<file path="config.mk">
export PLATFORM = sky130hd
export DESIGN_NAME = cyclic_task_tick_scheduler_unit
export DESIGN_NICKNAME = d
export VERILOG_FILES = /design/src/rtl/ctts_pkg.sv /design/src/rtl/ctts_front.sv /design/src/rtl/ctts_back.sv /design/src/rtl/cyclic_task_tick_scheduler_unit.sv
export SDC_FILE = /design/constraint.sdc
export NUM_CORES = 2
export LEC_CHECK = 0
export BUFFER_PORTS_ARGS = -buffer_cell sky130_fd_sc_hd__buf_2
export CAP_MARGIN = 20
export CORE_MARGIN = 4
export CORE_UTILIZATION = 25
export DETAILED_ROUTE_END_ITERATION = 8
export PLACE_DENSITY_LB_ADDON = 0.12
export SYNTH_ARGS = -nofsm -noshare
export SYNTH_HDL_FRONTEND = slang
export SYNTH_SLANG_ARGS = --single-unit
export TNS_END_PERCENT = 100
</file>
<file path="constraint.sdc">
create_clock -name clk -period 23.4 [get_ports clk]
set_clock_uncertainty 0.15 [all_clocks]
set_input_delay 0 -clock clk [delete_from_list [all_inputs] [get_ports clk]]
set_output_delay 0 -clock clk [all_outputs]
set_load 0.02 [all_outputs]
</file>
<file path="src/rtl/ctts_pkg.sv">
// Shared types and constants of the cyclic task tick scheduler.
package ctts_pkg;

  localparam int TASK_SLOTS = 16;
  localparam int SLOT_W = (TASK_SLOTS > 1) ? $clog2(TASK_SLOTS) : 1;
  localparam int CNT_W = $clog2(TASK_SLOTS + 1);
  localparam int TIME_W = 32;
  localparam int OVR_W = 31;
  localparam int QUEUE_DEPTH = 2;

  localparam logic [TIME_W-1:0] RUN_LIMIT = 32'd1000000;
  localparam logic [OVR_W-1:0] OVR_MAX = {OVR_W{1'b1}};

  localparam logic [1:0] KIND_TICK = 2'd0;
  localparam logic [1:0] KIND_REGISTER = 2'd1;
  localparam logic [1:0] KIND_START = 2'd2;
  localparam logic [1:0] KIND_STOP = 2'd3;

  localparam logic [1:0] STATUS_OK = 2'd0;
  localparam logic [1:0] STATUS_FULL = 2'd1;
  localparam logic [1:0] STATUS_OVERRUN = 2'd2;

  typedef struct packed {
    logic [1:0] kind;
    logic [TIME_W-1:0] operand;
  } cmd_t;

  typedef struct packed {
    logic strobe;
    logic [3:0] task_index;
    logic fired;
    logic [1:0] status;
    logic fault_raised;
    logic [OVR_W-1:0] overrun_count;
    logic [TIME_W-1:0] tick_count;
    logic last_result;
  } result_t;

endpackage

</file>
<file path="src/rtl/ctts_front.sv">
// Front end: accepts command words, folds the operand, and queues them for the back end.
module ctts_front (
  input  logic clk,
  input  logic rst,
  input  logic start,
  output logic busy,
  input  logic [1:0] kind,
  input  logic [ctts_pkg::TIME_W-1:0] current_time,
  input  logic [ctts_pkg::TIME_W-1:0] interval,
  output logic cmd_valid,
  output ctts_pkg::cmd_t cmd,
  input  logic cmd_pop
);

  ctts_pkg::cmd_t queue [ctts_pkg::QUEUE_DEPTH];
  logic head;
  logic tail;
  logic [1:0] count;
  logic push;
  ctts_pkg::cmd_t word;

  always_comb begin
    word.kind = kind;
    word.operand = (kind == ctts_pkg::KIND_TICK) ? current_time : interval;
  end

  assign busy = (count == 2'(ctts_pkg::QUEUE_DEPTH));
  assign push = start && !busy;
  assign cmd_valid = (count != 2'd0);
  assign cmd = queue[head];

  always_ff @(posedge clk) begin
    if (push) begin
      queue[tail] <= word;
    end
  end

  always_ff @(posedge clk) begin
    if (rst) begin
      head <= 1'b0;
      tail <= 1'b0;
      count <= 2'd0;
    end else begin
      if (push) begin
        tail <= ~tail;
      end
      if (cmd_pop) begin
        head <= ~head;
      end
      case ({push, cmd_pop})
        2'b10: count <= count + 2'd1;
        2'b01: count <= count - 2'd1;
        default: count <= count;
      endcase
    end
  end

endmodule

</file>
<file path="src/rtl/ctts_back.sv">
// Back end: task table, tick bookkeeping and the slot walk that reports firings.
module ctts_back (
  input  logic clk,
  input  logic rst,
  input  logic cmd_valid,
  input  ctts_pkg::cmd_t cmd,
  output logic cmd_pop,
  output ctts_pkg::result_t res
);

  localparam logic [1:0] ST_IDLE = 2'd0;
  localparam logic [1:0] ST_WALK = 2'd1;
  localparam logic [1:0] ST_FLUSH = 2'd2;

  logic [ctts_pkg::TIME_W-1:0] interval_tab [ctts_pkg::TASK_SLOTS];
  logic [ctts_pkg::TIME_W-1:0] remaining_tab [ctts_pkg::TASK_SLOTS];
  logic [ctts_pkg::TIME_W-1:0] run_tab [ctts_pkg::TASK_SLOTS];

  logic [1:0] state;
  logic [ctts_pkg::CNT_W-1:0] used_slots;
  logic [ctts_pkg::TIME_W-1:0] prev_time;
  logic running;
  logic [ctts_pkg::TIME_W-1:0] ticks;
  logic [ctts_pkg::OVR_W-1:0] overruns;
  logic [ctts_pkg::SLOT_W-1:0] walk;
  logic [ctts_pkg::TIME_W-1:0] elapsed;

  logic pend_valid;
  logic [ctts_pkg::SLOT_W-1:0] pend_index;
  logic pend_fault;
  logic [ctts_pkg::OVR_W-1:0] pend_ovr;

  logic [ctts_pkg::TIME_W-1:0] elapsed_now;
  logic [ctts_pkg::TIME_W-1:0] ticks_inc;
  logic [ctts_pkg::OVR_W-1:0] ovr_bump;
  logic [ctts_pkg::TIME_W-1:0] cur_rem;
  logic [ctts_pkg::TIME_W-1:0] run_inc;
  logic fire;
  logic over_lim;
  logic walk_last;
  logic table_full;

  function automatic ctts_pkg::result_t make_res(
    input logic [3:0] idx,
    input logic fired,
    input logic [1:0] status,
    input logic fault,
    input logic [ctts_pkg::OVR_W-1:0] ovr,
    input logic [ctts_pkg::TIME_W-1:0] tcount,
    input logic last
  );
    ctts_pkg::result_t r;
    r.strobe = 1'b1;
    r.task_index = idx;
    r.fired = fired;
    r.status = status;
    r.fault_raised = fault;
    r.overrun_count = ovr;
    r.tick_count = tcount;
    r.last_result = last;
    return r;
  endfunction

  assign cmd_pop = cmd_valid && (state == ST_IDLE);
  assign elapsed_now = cmd.operand - prev_time;
  assign ticks_inc = ticks + 32'd1;
  assign ovr_bump = (overruns == ctts_pkg::OVR_MAX) ? overruns : overruns + 31'd1;
  assign cur_rem = remaining_tab[walk];
  assign run_inc = run_tab[walk] + 32'd1;
  assign fire = (cur_rem <= elapsed);
  assign over_lim = (run_inc > ctts_pkg::RUN_LIMIT);
  assign walk_last = ((ctts_pkg::CNT_W'(walk) + ctts_pkg::CNT_W'(1)) == used_slots);
  assign table_full = (used_slots >= ctts_pkg::CNT_W'(ctts_pkg::TASK_SLOTS));

  always_ff @(posedge clk) begin
    if (state == ST_IDLE && cmd_pop && cmd.kind == ctts_pkg::KIND_REGISTER &&
        !table_full) begin
      interval_tab[used_slots[ctts_pkg::SLOT_W-1:0]] <= cmd.operand;
      remaining_tab[used_slots[ctts_pkg::SLOT_W-1:0]] <= '0;
      run_tab[used_slots[ctts_pkg::SLOT_W-1:0]] <= '0;
    end else if (state == ST_WALK) begin
      if (fire) begin
        remaining_tab[walk] <= interval_tab[walk];
        run_tab[walk] <= run_inc;
      end else begin
        remaining_tab[walk] <= cur_rem - elapsed;
      end
    end
  end

  always_ff @(posedge clk) begin
    if (rst) begin
      state <= ST_IDLE;
      used_slots <= '0;
      prev_time <= '0;
      running <= 1'b0;
      ticks <= '0;
      overruns <= '0;
      walk <= '0;
      elapsed <= '0;
      pend_valid <= 1'b0;
      pend_index <= '0;
      pend_fault <= 1'b0;
      pend_ovr <= '0;
      res <= '0;
    end else begin
      case (state)
        ST_IDLE: begin
          if (cmd_pop) begin
            case (cmd.kind)
              ctts_pkg::KIND_REGISTER: begin
                if (!table_full) begin
                  used_slots <= used_slots + ctts_pkg::CNT_W'(1);
                  res <= make_res(4'(used_slots), 1'b0, ctts_pkg::STATUS_OK, 1'b0,
                                  overruns, ticks, 1'b1);
                end else begin
                  res <= make_res(4'd0, 1'b0, ctts_pkg::STATUS_FULL, 1'b0,
                                  overruns, ticks, 1'b1);
                end
              end
              ctts_pkg::KIND_START: begin
                if (!running) begin
                  running <= 1'b1;
                  prev_time <= '0;
                  ticks <= '0;
                  res <= make_res(4'd0, 1'b0, ctts_pkg::STATUS_OK, 1'b0,
                                  overruns, '0, 1'b1);
                end else begin
                  res <= make_res(4'd0, 1'b0, ctts_pkg::STATUS_OK, 1'b0,
                                  overruns, ticks, 1'b1);
                end
              end
              ctts_pkg::KIND_STOP: begin
                running <= 1'b0;
                res <= make_res(4'd0, 1'b0, ctts_pkg::STATUS_OK, 1'b0,
                                overruns, ticks, 1'b1);
              end
              default: begin
                ticks <= ticks_inc;
                prev_time <= cmd.operand;
                if (!running) begin
                  res <= make_res(4'd0, 1'b0, ctts_pkg::STATUS_OK, 1'b0,
                                  overruns, ticks_inc, 1'b1);
                end else if (elapsed_now[ctts_pkg::TIME_W-1]) begin
                  overruns <= ovr_bump;
                  res <= make_res(4'd0, 1'b0, ctts_pkg::STATUS_OVERRUN, 1'b0,
                                  ovr_bump, ticks_inc, 1'b1);
                end else if (used_slots == '0) begin
                  res <= make_res(4'd0, 1'b0, ctts_pkg::STATUS_OK, 1'b0,
                                  overruns, ticks_inc, 1'b1);
                end else begin
                  res.strobe <= 1'b0;
                  elapsed <= elapsed_now;
                  walk <= '0;
                  pend_valid <= 1'b0;
                  state <= ST_WALK;
                end
              end
            endcase
          end else begin
            res.strobe <= 1'b0;
          end
        end
        ST_WALK: begin
          if (fire) begin
            if (over_lim) begin
              overruns <= ovr_bump;
            end
            pend_valid <= 1'b1;
            pend_index <= walk;
            pend_fault <= over_lim && walk[0];
            pend_ovr <= over_lim ? ovr_bump : overruns;
          end
          if (fire && pend_valid) begin
            res <= make_res(4'(pend_index), 1'b1, ctts_pkg::STATUS_OK, pend_fault,
                            pend_ovr, ticks, 1'b0);
          end else begin
            res.strobe <= 1'b0;
          end
          if (walk_last) begin
            state <= ST_FLUSH;
          end else begin
            walk <= walk + ctts_pkg::SLOT_W'(1);
          end
        end
        ST_FLUSH: begin
          if (pend_valid) begin
            res <= make_res(4'(pend_index), 1'b1, ctts_pkg::STATUS_OK, pend_fault,
                            pend_ovr, ticks, 1'b1);
          end else begin
            res <= make_res(4'd0, 1'b0, ctts_pkg::STATUS_OK, 1'b0,
                            overruns, ticks, 1'b1);
          end
          pend_valid <= 1'b0;
          state <= ST_IDLE;
        end
        default: begin
          res.strobe <= 1'b0;
          state <= ST_IDLE;
        end
      endcase
    end
  end

endmodule

</file>
<file path="src/rtl/cyclic_task_tick_scheduler_unit.sv">
// Top level of the cyclic task tick scheduler: front queue and back end joined.
//
// Usage: drive kind, current_time and interval with start high; a word is taken at a
// rising edge where start is high and busy is low. busy rises only while the
// two-word queue between the front and the back end is full.
// Results leave on task_index, fired, status, fault_raised, overrun_count,
// tick_count and last_result, each valid for exactly one cycle while result_strobe
// is high. The receiver cannot stall; every strobed word must be taken as it passes.
// last_result marks the final word of each input word.
// Register, start and stop words, and ticks that do not walk the table, give one
// result, registered when the back end pops the word, and leave the back end idle.
// A running tick walks the used slots one per cycle through the back end's single
// table port, then releases the final firing in the flush state; it takes no new word
// until then and gives one result per fired slot, or one no-fire result.
// Synchronous reset clears the table count, time, tick and overrun counters, the
// running flag and the queue; no clearing pass is needed, as only registered slots
// are ever read.
module cyclic_task_tick_scheduler_unit (
  input  logic clk,
  input  logic rst,
  input  logic start,
  output logic busy,
  input  logic [1:0] kind,
  input  logic [31:0] current_time,
  input  logic [31:0] interval,
  output logic result_strobe,
  output logic [3:0] task_index,
  output logic fired,
  output logic [1:0] status,
  output logic fault_raised,
  output logic [30:0] overrun_count,
  output logic [31:0] tick_count,
  output logic last_result
);

  logic cmd_valid;
  logic cmd_pop;
  ctts_pkg::cmd_t cmd;
  ctts_pkg::result_t res;

  ctts_front u_front (
    .clk(clk),
    .rst(rst),
    .start(start),
    .busy(busy),
    .kind(kind),
    .current_time(current_time),
    .interval(interval),
    .cmd_valid(cmd_valid),
    .cmd(cmd),
    .cmd_pop(cmd_pop)
  );

  ctts_back u_back (
    .clk(clk),
    .rst(rst),
    .cmd_valid(cmd_valid),
    .cmd(cmd),
    .cmd_pop(cmd_pop),
    .res(res)
  );

  assign result_strobe = res.strobe;
  assign task_index = res.task_index;
  assign fired = res.fired;
  assign status = res.status;
  assign fault_raised = res.fault_raised;
  assign overrun_count = res.overrun_count;
  assign tick_count = res.tick_count;
  assign last_result = res.last_result;

endmodule
</file>
==> metrics.txt <==
run status complete, no violations; Pwr Density 89.9 nW/µm²; max_slew headroom 26.1%; RD Place Congestion 0.748; share of cells above drive strength 1 23.4%; Sequential Power Share 46.2%; final setup violation count 0; largest cells by area after synthesis edfxtp_1, mux4_2, dfxtp_1; Port Buffer Count 142; Least-Margin Pin Slew 1110 ps; ANT nets after route 0; CTS tree built; drt drc 0; Die Y 572 µm; number of placement rows 206; CTS Buffer Depth 4; maximum fanout along the worst path 79; final hold vios 0; CTS H-tree lvls 4; RSZ-0062 raised after global routing false; Net Sw Power 2.32 mW; register area share after synthesis 67.1%; hold path depth 5; asr flop ratio synth 0%; min Tclk post-route 8920 ps; most frequent cells in the layout edfxtp_1, mux4_2, nor2_1; EDFF count, synth 1604; HP Class input port to flip-flop; fmax 112 MHz; drt wl/cell 24.5 µm; gr usage total 14.1%; commonest non-fill, non-tap cell in the layout edfxtp_1; maximum vdd drop 0.0000906 V; Iter 0 DRT Violations 3275; Die W 572 µm; Ys Warns 0; count of cell types in the netlist 102; first-pass GRT wire length 339000 µm; Mapped Cells 4875; Avg Cell Area, Syn 16.3 µm²; Reg clk slew, reported paths 60 ps; reg2reg path depth 17; post-CTS setup buffers 0; crit path launch type flip-flop; total gr overflow 0; Core Region 315000 µm²; Yosys top cell by area edfxtp_1; Placed Area 85300 µm²; Slew Viols, Final 0; post-synthesis register bit count 1861; area share of the largest cell type after synthesis 60.7%; Crit Path Category flip-flop to flip-flop; Comb pwr share 15.8%; syn nets 5022; largest net degree at the start of global routing 142; internal power 6.07 mW; vias in the first global route 46687; Sink Count 1861; Final TNS setup 0 ps; Via density 4.71; Max-cap violations 0; Final period util 38.1%; CP endpoint kind flip-flop; Worst EP arrival 9230 ps; Net Sw Frac 27.6%; leakage power 28.2 nW; mapped cell area 79400 µm²; Pwr Total 8.40 mW; power share of the clock group 37.9%; die area 327000 µm²; Num CTS Buffers 213; final instance area 93300 µm²; antenna violations before repair 16; Final nets 5349; First-pass DRT Iterations 7; Post-Route WL 234000 µm; Layout area overhead 17.5%; Req. time, crit path 23700 ps; # IOs 143; clk_lat worst skew 870 ps; Initial Util 25.2%; Root Driver clkbuf_16; ys flop type edfxtp_1; Vias 44921; Detail Placement HPWL 134000 µm
cell families after synthesis:
kind of cell / count (synthesis) / share of synthesized area (%)
compound gates: 789 / 7.01
xor+xnor: 82 / 0.904
fa+ha+maj: 78 / 1.25
buf+inv: 417 / 2.51
flops: 1861 / 67.1
mux: 584 / 14.8
simple gates: 1064 / 6.38
state kept, by name, indices dropped and copies added, names as in the netlist, named ones only:
| name | count |
|---|---|
| u_back.pend_fault | 1 |
| u_front.tail | 1 |
| u_back.state | 2 |
| u_back.ticks | 32 |
| u_back.res | 73 |
| u_back.used_slots | 5 |
| u_back.pend_ovr | 31 |
| u_back.run_tab | 512 |
| u_back.remaining_tab | 512 |
| u_back.pend_index | 4 |
| u_front.count | 2 |
| u_back.pend_valid | 1 |
| u_back.prev_time | 32 |
| u_back.elapsed | 31 |
| u_back.overruns | 31 |
| u_back.walk | 4 |
| u_front.head | 1 |
| u_front.queue | 68 |
| u_back.running | 1 |
| u_back.interval_tab | 512 |
synthesized netlist by cell type (21+ instances only):
master    number
nand3_1       71
or3_1         45
xor2_1        31
buf_2         33
dfxtp_1      257
mux4_1        30
xnor2_1       51
a211oi_2      33
clkbuf_1     184
a21oi_1      180
o21ai_0      143
a21o_1        40
mux2_2        72
edfxtp_1    1604
a31oi_1       21
o211ai_2      24
mux4_2       423
a211oi_1      36
inv_1        115
buf_1         29
mux2i_1       34
mux2_1        25
ha_1          76
nor2_1       431
nor3_1        92
a22oi_1      103
o21a_1        27
and3_1        42
nand2_1      194
nor2b_1       34
nand2b_1      22
nand4_1       26
a311oi_1      48
layer usage:
metal / vias to the layer above / wire length, µm / share of wire (%) / track usage, %
li1: 20089 / - / - / -
met1: 23689 / 109000 / 47 / 19.9
met2: 863 / 112000 / 48 / 23.1
met3: 280 / 8180 / 3.5 / 1.69
met4: 0 / 4760 / 2.0 / 3.24
met5: - / 0 / 0 / 0
worst max-delay path, stage by stage (launching register included):
cell and delay, ps:
dfxtp_4 610, buf_12 520, buf_4 750, buf_4 800, mux4_2 610, mux4_2 500
ha_1 240, a21oi_1 150, o21ai_0 110, a311oi_1 440, o221ai_1 200, a21o_1 300
a2111oi_4 810, nor2_4 60, buf_4 350, inv_1 620, nand2_1 150, a21oi_1 820
worst paths after layout:
| path | from | to | slack, ps |
|---|---|---|---|
| hold / removal | start | u_front.tail | 170 |
| setup / recovery | flip-flop | u_back.remaining_tab[3][26] | 14480 |
| hold reg to reg | u_back.elapsed[13] | u_back.elapsed[13] | 300 |
| setup reg to reg | flip-flop | u_back.remaining_tab[3][26] | 14480 |
what timing repair did:
action | in CTS | in global routing
hold buffers | 136 | 0
resized for setup | 0 | 0
hold endpoints to repair | 271 | 0
endpoints found under the setup margin | 0 | 0
area by class of cell:
class | instances | area (µm²)
repair buffers | 412 | 3170
fillers | 31460 | 222000
well taps | 4160 | 5200
clock inverters | 117 | 917
flip-flops and latches | 1861 | 53300
diodes | 2 | 5.00
clock buffers | 272 | 5660
inverters | 117 | 439
multi-input cells | 2597 | 24600
power by group through the flow:
| stage | combinational, mW | clock (mW) | sequential, mW |
|---|---|---|---|
| detailed placement | 1.33 | 0 | 3.95 |
| global placement | 1.32 | 0 | 3.95 |
| floorplan | 0.788 | 0 | 3.99 |
| CTS | 1.35 | 3.30 | 3.88 |
| global route | 1.46 | 3.44 | 3.89 |
| finish | 1.33 | 3.19 | 3.88 |
through the flow:
stage	hold slack, ps	instances	utilization (%)	setup slack, ps
4_1_cts	89.7	9522	29.5	14200
6_report	167	9538	29.6	14480
5_1_grt	187	9537	29.6	13750
3_3_place_gp	98.2	8995	27.0	13720
3_5_place_dp	101	8997	27.0	14270
2_1_floorplan	-51.1	4875	-	14090
Power figures use the tool's default switching activity.
